[src/rtl/core/mcoc_pkg.sv]
`timescale 1ns / 1ps
// ---------------------------------------------------------------------------
// Matrix chain order cost package
// Field widths, status codes and the split-issue control struct.
// ---------------------------------------------------------------------------
package mcoc_pkg;

   localparam int DIM_W            = 12;
   localparam int COST_OUT_W       = 42;
   localparam int SPLIT_W          = 7;
   localparam int STATUS_W         = 2;
   localparam int REQ_DATA_W       = 16;
   localparam int RSP_DATA_W       = 56;
   localparam int MAX_MATRICES_DEF = 64;

   typedef logic [STATUS_W-1:0] status_type;

   localparam status_type STATUS_OK       = 2'd0;
   localparam status_type STATUS_SHORT    = 2'd1;
   localparam status_type STATUS_OVERFLOW = 2'd2;

   // One split candidate sent to the evaluation pipe
   typedef struct packed {
      logic               issue;
      logic               zero_left;
      logic               zero_right;
      logic [SPLIT_W-1:0] split;
   } mcoc_issue_type;

endpackage

[src/rtl/core/mcoc_split_eval.sv]
`timescale 1ns / 1ps
// ---------------------------------------------------------------------------
// Split evaluation pipe
// Adds left cost, right cost and the dimension product for each split and
// keeps the cheapest one, lowest split first on ties.
// ---------------------------------------------------------------------------
module mcoc_split_eval #(
   parameter int  MAX_MATRICES = mcoc_pkg::MAX_MATRICES_DEF,
   localparam int CostW        = 3 * mcoc_pkg::DIM_W + $clog2(MAX_MATRICES)
) (
   input  logic                            clock,
   input  logic                            reset,
   input  logic                            start,
   input  mcoc_pkg::mcoc_issue_type        issue,
   input  logic [2*mcoc_pkg::DIM_W-1:0]    pair_prod,
   input  logic [mcoc_pkg::DIM_W-1:0]      dim_k,
   input  logic [CostW-1:0]                cost_left,
   input  logic [CostW-1:0]                cost_right,
   output logic                            busy,
   output logic [CostW-1:0]                best_cost,
   output logic [mcoc_pkg::SPLIT_W-1:0]    best_split
);
   import mcoc_pkg::*;

   localparam int ProdW = 3 * DIM_W;

   mcoc_issue_type     ctl_ff;
   logic               v1_ff, v2_ff;
   logic [SPLIT_W-1:0] split1_ff, split2_ff;
   logic [CostW-1:0]   sum_ff, sum_in;
   logic [ProdW-1:0]   prod_ff, prod_in;
   logic [CostW-1:0]   cand_ff, cand_in;
   logic [CostW-1:0]   best_ff, best_in;
   logic [SPLIT_W-1:0] best_split_ff, best_split_in;
   logic [CostW-1:0]   left_term, right_term;

   // diagonal entries are zero and never stored
   assign left_term  = ctl_ff.zero_left  ? '0 : cost_left;
   assign right_term = ctl_ff.zero_right ? '0 : cost_right;
   assign sum_in     = left_term + right_term;
   assign prod_in    = {{DIM_W{1'b0}}, pair_prod} * {{(2*DIM_W){1'b0}}, dim_k};
   assign cand_in    = sum_ff + CostW'(prod_ff);

   always_comb begin
      best_in       = best_ff;
      best_split_in = best_split_ff;
      if (start) begin
         best_in       = '1;
         best_split_in = '0;
      end else if (v2_ff && (cand_ff < best_ff)) begin
         best_in       = cand_ff;
         best_split_in = split2_ff;
      end
   end

   always_ff @(posedge clock) begin
      if (reset) begin
         ctl_ff <= '0;
         v1_ff  <= 1'b0;
         v2_ff  <= 1'b0;
      end else begin
         ctl_ff <= issue;
         v1_ff  <= ctl_ff.issue;
         v2_ff  <= v1_ff;
      end
      sum_ff        <= sum_in;
      prod_ff       <= prod_in;
      split1_ff     <= ctl_ff.split;
      cand_ff       <= cand_in;
      split2_ff     <= split1_ff;
      best_ff       <= best_in;
      best_split_ff <= best_split_in;
   end

   assign busy       = ctl_ff.issue | v1_ff | v2_ff;
   assign best_cost  = best_ff;
   assign best_split = best_split_ff;

endmodule

[config.mk]
export PLATFORM = sky130hd
export DESIGN_NAME = mcoc_split_eval
export DESIGN_NICKNAME = d
export VERILOG_FILES = /design/src/rtl/core/mcoc_pkg.sv /design/src/rtl/core/mcoc_split_eval.sv
export SDC_FILE = /design/constraint.sdc
export NUM_CORES = 1
export LEC_CHECK = 0
export ABC_AREA = 0
export CORE_MARGIN = 4
export CORE_UTILIZATION = 60
export CTS_BUF_LIST = sky130_fd_sc_hd__clkbuf_2
export DETAILED_ROUTE_END_ITERATION = 6
export DONT_BUFFER_PORTS = 1
export GPL_TIMING_DRIVEN = 0
export PLACE_DENSITY = 0.91
export SKIP_CTS_REPAIR_TIMING = 1
export SLEW_MARGIN = 25
export SYNTH_ARGS = -nofsm -noshare
export SYNTH_HDL_FRONTEND = slang
export SYNTH_SLANG_ARGS = --single-unit
[constraint.sdc]
create_clock -name clock -period 4.8 [get_ports clock]
set_input_delay 0 -clock clock [delete_from_list [all_inputs] [get_ports clock]]
set_output_delay 0 -clock clock [all_outputs]
set_load 0.01 [all_outputs]
==> results of run 1 <==
## layer usage
layer  routed length, µm  vias to the layer above  global-route usage, %
met3                6120                      355                   5.23
met1               20800                     8517                   35.3
met2               27800                     1272                   47.0
li1                    -                     7955                      -
met5                   0                        -                      0
met4                3960                        0                   13.5
## path summary, 6_finish.rpt
kind	from	to	slack (ns)
worst max register to register	ctl_ff[8]$_SDFF_PP0_	sum_ff[34]$_DFF_P_	-0.32
worst max-delay path	ctl_ff[8]$_SDFF_PP0_	sum_ff[34]$_DFF_P_	-0.32
worst min-delay path	cost_right[0]	sum_ff[0]$_DFF_P_	0.004
worst min register to register	split1_ff[4]$_DFF_P_	split2_ff[4]$_DFF_P_	0.33
## stage by stage
step / setup TNS [ns] / instance area (µm²) / worst slack, ns
detailed placement: -8.55 / 20400 / -0.784
finish: -0.421 / 22300 / -0.324
global placement: -6.75 / 20400 / -0.664
global route: -0.670 / 22300 / -0.307
floorplan: 0 / 19900 / 0.0103
CTS: 0 / 20700 / 0.0351
## worst reg2reg max path, stage by stage, from the launching register on
cell and delay (ns):
dfxtp_1 0.76, clkbuf_1 0.45, nor2b_1 0.09, dlygate4sd3_1 0.58, ha_1 0.27, inv_1 0.10, fa_1 0.20, nand2b_1 0.15
a21oi_1 0.11, o211ai_1 0.43, a21oi_1 0.20, o311ai_1 0.81, o21ai_0 0.32, a21boi_0 0.43, xnor2_1 0.20
## registers in the layout, summed over array words and instances, names as in the netlist
name / cells
sum_ff: 42
best_cost: 42
prod_ff: 36
best_split: 7
ctl_ff: 10
split1_ff: 7
cand_ff: 42
v2_ff: 1
split2_ff: 7
v1_ff: 1
## layout make-up
class	instances	share of cell area (%)
Sequential cell	195	17.5
Timing Repair Buffer	162	7.26
Inverter	331	5.56
Antenna cell	4	0.0448
Tap cell	442	2.47
Clock buffer	17	0.381
Clock inverter	15	0.890
Multi-Input combinational cell	1711	63.9
Buffer	107	2.01
## layout by cell type, fill, tap and decap left out, types with 34 or more instances in the layout
cell           Yosys  routed
fa_1             222     222
clkbuf_2           0      39
inv_1            331     331
nor2_1           121     121
o21ai_0           71      71
dfxtp_1          195     195
and2_1            88      88
ha_1             192     192
nor3_1            53      53
a21o_1            46      46
xnor2_1           71      71
xor2_1            34      34
a21oi_1          169     169
clkbuf_1          86      64
dlygate4sd3_1      0     162
nor2b_1          102     102
nand2_1          300     300
## power groups by stage
stage | Clock [W] | Combinational, W | Sequential [W]
6_report | 0.000885 | 0.0111 | 0.00249
5_1_grt | 0.000955 | 0.0121 | 0.00252
4_1_cts | 0.000873 | 0.0105 | 0.00247
3_5_place_dp | 0 | 0.0104 | 0.00251
3_3_place_gp | 0 | 0.0100 | 0.00248
2_1_floorplan | 0 | 0.00801 | 0.00239
## cells by family (layout without fill, tap and decap cells)
logic type               count (synthesis)  in the layout  synth area share, %
flip-flops                             195            195                 19.7
AND/OR/NAND/NOR                        750            750                 18.0
multiplexers                             8              8                0.404
XOR/XNOR                               105            105                 4.63
other                                    0              4                    0
adder cells (fa/ha/maj)                414            414                 34.5
buffers and inverters                  438            632                 8.39
AO/OA/AOI/OAI                          434            434                 14.4
==> qor.txt, run 1 <==
run status -> complete, but fails checks
failing checks -> design-rule violations, negative setup slack
Syn-to-layout area delta -> 12.6%
max-slew violation count -> 0
Final #Nets -> 3,072
DR vias -> 18,100
slowest CP cell -> o311ai_1
area share of the largest cell type after synthesis -> 22.4%
port bufs -> 0
final worst-path cycle share -> 107%
global-route wire length before repair -> 82,100 µm
Overflow after GRT -> 0
sequential-to-total area share from yosys stat -> 19.7%
remaining antenna violation count after routing -> 0
WS Path Type -> flop to flop
fin util -> 68.5%
DRT Pass-1 Iters -> 7
internal power -> 0.00683 W
Seq cells post-synth -> 195
WP data required -> 5.57 ns
Post-Syn Instances -> 2,344
setup violators final -> 2
hold-critical path depth -> 3
P_sw -> 0.00766 W
most common cell in the netlist -> inv_1
syn nets -> 2,891
Reg power frac -> 17.2%
# rows -> 66
Comb pwr share -> 76.7%
total placed cells including tap cells -> 2,786
Initial Utilization -> 60.8%
final std cells w/o fill -> 2,984
largest stage delay on the critical path -> 0.81 ns
FF+latch area -> 0.00390 mm²
crit path DAT -> 5.89 ns
switch share -> 52.9%
Clock Path Buffers -> 2
Crit path max-delay family -> compound AO/OA/AOI/OAI gates
slew margin rel. -> 37.0%
critical path, cell by cell -> clkbuf_1 -> nor2b_1 -> dlygate4sd3_1 -> ha_1 -> inv_1 -> fa_1 -> nand2b_1 -> a21oi_1 -> o211ai_1 -> a21oi_1 -> o311ai_1 -> o21ai_0 -> a21boi_0 -> xnor2_1
Lkg Pwr -> 10.9 nW
WP depth -> 14
Clock Sinks -> 195
CTS tree -> yes
Hold Path Class -> input port to flop
Crit. End Element -> flop
Post-synth top cells -> inv_1 (331), nand2_1 (300), fa_1 (222), dfxtp_1 (195), ha_1 (192)
total core area -> 0.0326 mm²
Layout Skew -> 0.0603 ns
Min Hold Slack -> 0.00446 ns
WL/cell -> 19.7 µm
Final Hold Fails -> 0
maxcap violations -> 0
Post-synth EDFFs -> 0
WP buf/inv -> 3
Reg2Reg Depth -> 14
DP Wirelength -> 43,000 µm
RePlAce Congestion -> 1.01
layout cells sized above 1 -> 4.18%
CTS Root Cell -> clkbuf_2
final WL -> 58,700 µm
Async SR Flop Fraction -> 0%
# IOs -> 183
fmax -> 195 MHz
largest net degree at the start of global routing -> 23
DRC -> 2
clk_lat worst skew -> 0.81 ns
total power -> 0.0145 W
vias in the first global route -> 16,500
minimum clock period -> 5.12 ns
overall routing resource usage -> 28.1%
synthesized area per cell -> 8.47 µm²
Post-synth top flop -> dfxtp_1
Layout fillers -> 2,312
ranking of synthesized cells by area -> fa_1 (22%), dfxtp_1 (20%), ha_1 (12%)
area occupied by multi-input gates -> 0.0143 mm²
Most Frequent Cell on Critical Path -> a21oi_1
Netlist cell types -> 74
die width -> 190 µm
worst-margin pin slew -> 0.930 ns
pwr dens -> 648 mW/mm²
startpoint class of the critical path -> flop
CP max FO -> 10
final worst slack -> -0.324 ns
total CTS buffers -> 17
post-synth top area cell -> fa_1
drt first-iter violations -> 2,100
Clk pin slew, worst setup/hold paths -> 0.36 ns
worst ir drop on vdd -> 0.762 mV
Yosys warnings -> 0
via-per-instance ratio -> 6.07
Cell Area, Synth -> 0.0198 mm²
initial antenna violation count -> 3
Clock Power Share -> 6.1%
H-Tree Depth -> 4
DIE HEIGHT -> 190 µm
area of the die -> 0.0360 mm²
Note: power is estimated with default switching activity, not from simulation.
==> inputs of run 2 (changes only) <==
--- a/config.mk
+++ b/config.mk
@@ -5,7 +5,8 @@
 export SDC_FILE = /design/constraint.sdc
 export NUM_CORES = 1
 export LEC_CHECK = 0
-export ABC_AREA = 0
+export ABC_AREA = 1
+export CAP_MARGIN = 20
 export CORE_MARGIN = 4
 export CORE_UTILIZATION = 60
 export CTS_BUF_LIST = sky130_fd_sc_hd__clkbuf_2
@@ -13,7 +14,6 @@
 export DONT_BUFFER_PORTS = 1
 export GPL_TIMING_DRIVEN = 0
 export PLACE_DENSITY = 0.91
-export SKIP_CTS_REPAIR_TIMING = 1
 export SLEW_MARGIN = 25
 export SYNTH_ARGS = -nofsm -noshare
 export SYNTH_HDL_FRONTEND = slang
==> qor.txt, run 2 <==
Yosys warnings -> 0 (unchanged)
Lkg Pwr -> 13.7 nW (+25%)
Non-Filler Cell Area, Final -> 0.0240 mm² (+7.6%)
most frequent cells in the layout -> nand2_1 (885), inv_1 (674), nor2_1 (290), fa_1 (222), dfxtp_1 (195)
H-Tree Depth -> 4 (unchanged)
max-slew violation count -> 0 (unchanged)
post-synth top area cell -> fa_1
run status -> complete, but fails checks
Post-synth top flop -> dfxtp_1
startpoint class of the critical path -> flop
Clock Sinks -> 195 (unchanged)
sequential-to-total area share from yosys stat -> 18.2% (-1.5 points)
overall routing resource usage -> 30.3% (+2.2 points)
worst ir drop on vdd -> 0.626 mV (-18%)
Post-Synth Simple-Gate Area -> 26.9% (+8.9 points)
# IOs -> 183 (unchanged)
largest family of logic cells by synthesized area -> adder cells
setup violators final -> 0 (-2)
DP Wirelength -> 47,900 µm (+11%)
GRT busiest layer -> met2
initial antenna violation count -> 0 (-3)
CTS tree -> yes
vias in the first global route -> 20,400 (+24%)
Post-synth EDFFs -> 0 (unchanged)
portion of netlist area occupied by mux cells -> 0% (-0.40 points)
port bufs -> 0 (unchanged)
Initial Utilization -> 60.7% (-0.16 points)
DRT Pass-1 Iters -> 7 (unchanged)
slew margin rel. -> 44.6% (+7.6 points)
Syn-to-layout area delta -> 12.0%
Compound-Gate Fraction of Synth Area -> 6.78% (-7.6 points)
Netlist cell types -> 41 (-45%)
Hold Path Class -> input port to flop
Placement Cell Area -> 0.0221 mm² (+8.0%)
failing checks -> design-rule violations
Cell Area, Synth -> 0.0215 mm² (+8.2%)
synthesized area per cell -> 6.92 µm² (-18%)
total core area -> 0.0354 mm² (+8.5%)
# rows -> 69 (+4.5%)
post-synthesis adder-cell area fraction -> 31.9% (-2.6 points)
worst-margin pin slew -> 0.830 ns (-0.100 ns)
Async SR Flop Fraction -> 0% (unchanged)
largest net degree at the start of global routing -> 24 (+4.3%)
crit path DAT -> 5.24 ns (-0.65 ns)
Layout Skew -> 0.0704 ns (+0.0101 ns)
RePlAce Congestion -> 0.975 (-3.2%)
critical path, cell by cell -> clkbuf_1 -> clkbuf_1 -> nor2_1 -> ha_1 -> dlygate4sd3_1 -> nand2_1 -> nor2_1 -> nor2_1 -> nor2_1 -> nor2_1 -> nand3_1 -> nand2_1 -> nand2_1 -> nand2_1 -> dlygate4sd3_1 -> nand2_1 -> dlygate4sd3_1
Final Hold Fails -> 0 (unchanged)
Seq cells post-synth -> 195 (unchanged)
Crit. End Element -> flop
DR vias -> 20,400 (+13%)
WP buf/inv -> 5 (+2)
total placed cells including tap cells -> 3,565 (+28%)
CTS Root Cell -> clkbuf_2
met2 Use GR -> 51.5% (+4.4 points)
global-route wire length before repair -> 97,200 µm (+18%)
slowest CP cell -> dlygate4sd3_1
Post-synth top cells -> nand2_1 (885), inv_1 (674), nor2_1 (290), fa_1 (222), dfxtp_1 (195)
Global Route met1 Usage -> 39.9% (+4.6 points)
Post-Syn Instances -> 3,104 (+32%)
DRC -> 3 (+1)
pwr dens -> 582 mW/mm² (-10%)
fmax -> 219 MHz (+12%)
Clk pin slew, worst setup/hold paths -> 0.37 ns (about the same)
maxcap violations -> 0 (unchanged)
final WL -> 59,000 µm (+0.46%)
ranking of synthesized cells by area -> fa_1 (21%), dfxtp_1 (18%), nand2_1 (15%)
CP max FO -> 10 (unchanged)
WS Path Type -> flop to flop
area share of the largest cell type after synthesis -> 20.7% (-1.7 points)
Overflow after GRT -> 0 (unchanged)
final worst-path cycle share -> 95.1% (-12 points)
final std cells w/o fill -> 3,768 (+26%)
Layout fillers -> 2,891 (+25%)
total CTS buffers -> 17 (unchanged)
syn nets -> 3,651 (+26%)
WP data required -> 5.48 ns (-0.09 ns)
most common cell after layout, fill and taps aside -> nand2_1
most common cell in the netlist -> nand2_1
clk_lat worst skew -> 0.81 ns (about the same)
minimum clock period -> 4.56 ns (-0.560 ns)
Crit path max-delay family -> buffers and inverters
layout cells sized above 1 -> 2.69% (-1.5 points)
RSZ-0062 raised after global routing -> false
die width -> 197 µm (+3.9%)
Clock Path Buffers -> 2 (unchanged)
WL/cell -> 15.7 µm (-20%)
drt first-iter violations -> 1,709 (-19%)
via-per-instance ratio -> 5.42 (-11%)
Final #Nets -> 3,839 (+25%)
Synth Area in XOR/XNOR -> 2.94% (-1.7 points)
DIE HEIGHT -> 197 µm (+3.9%)
largest stage delay on the critical path -> 0.61 ns (-0.20 ns)
met3 Use GR -> 5.12% (-0.11 points)
remaining antenna violation count after routing -> 0 (unchanged)
area of the die -> 0.0389 mm² (+7.9%)
## run 2: cell types whose count changed in the layout (fill, tap and decap cells not counted), sizes merged, moves of 22 or more
cell and change:
nor2 +174, nor3 -23, a21oi -26, a21o -34, clkbuf -22, xnor2 -54, and2 -87, nor2b -101
nand2 +603, nand3 +117, inv +346
## run 2: cells by family (layout without fill, tap and decap cells)
group,count (synthesis),after routing
AND/OR/NAND/NOR,1412,1412
buffers and inverters,748,949
flip-flops,195,195
other,0,2
XOR/XNOR,72,72
adder cells (fa/ha/maj),414,414
AO/OA/AOI/OAI,263,263
## run 2: per-stage QoR
step           TNS, ns  util, %  setup slack [ns]  hold slack [ns]  power [W]
3_3_place_gp    -0.150     62.3            -0.101           0.0734     0.0124
4_1_cts              0     67.9             0.229          0.00677     0.0138
6_report             0     67.9             0.236           0.0268     0.0140
2_1_floorplan        0        -             0.595           0.0724    0.00991
3_5_place_dp    -0.579     62.3            -0.142           0.0766     0.0126
5_1_grt              0     67.9           0.00200           0.0493     0.0153
## run 2: final timing paths
path	startpoint	depth (start not counted)	endpoint	slack (ns)
max	ctl_ff[7]$_SDFF_PP0_	17	sum_ff[34]$_DFF_P_	0.24
min	pair_prod[1]	5	prod_ff[2]$_DFF_P_	0.03
max reg2reg	ctl_ff[7]$_SDFF_PP0_	17	sum_ff[34]$_DFF_P_	0.24
min reg2reg	split1_ff[1]$_DFF_P_	0	split2_ff[1]$_DFF_P_	0.33
## run 2: per-layer routing
| layer | vias to the layer above | share of wire (%) |
|---|---|---|
| met4 | 0 | 3.0 |
| met2 | 998 | 48 |
| met3 | 168 | 9.3 |
| met1 | 9527 | 40 |
| li1 | 9746 | - |
| met5 | - | 0 |
## run 2: layout make-up
class	count	area, µm²	area share, %
timing repair buffer	169	1690	7.03
sequential	195	3900	16.2
clock buffer	17	85.1	0.354
antenna	2	5.00	0.0208
clock inverter	15	208	0.864
multi-input combinational	2161	14700	61.2
tap	461	577	2.40
inverter	675	2530	10.5
buffer	73	329	1.37
## run 2: worst reg2reg max path: stages (launching register included)
cell and delay (ns):
dfxtp_1 0.40, clkbuf_1 0.33, clkbuf_1 0.39, nor2_1 0.10
ha_1 0.33, dlygate4sd3_1 0.61, nand2_1 0.12, nor2_1 0.06
nor2_1 0.20, nor2_1 0.07, nor2_1 0.18, nand3_1 0.18
nand2_1 0.17, nand2_1 0.07, nand2_1 0.06, dlygate4sd3_1 0.55
nand2_1 0.05, dlygate4sd3_1 0.56
## run 2: timing repair
action                                 4_1_cts  5_1_grt
setup endpoints to repair                    0       10
gates resized for setup                      0       10
buffers inserted                             0        0
endpoints found under the hold margin      101        0
hold buffers                               169        0
## run 2: report_power, final
group,internal (W),leakage (nW),switching (W)
clock,0.000212,0.164,0.000702
sequential,0.00219,1.63,0.000306
combinational,0.00385,11.9,0.00673
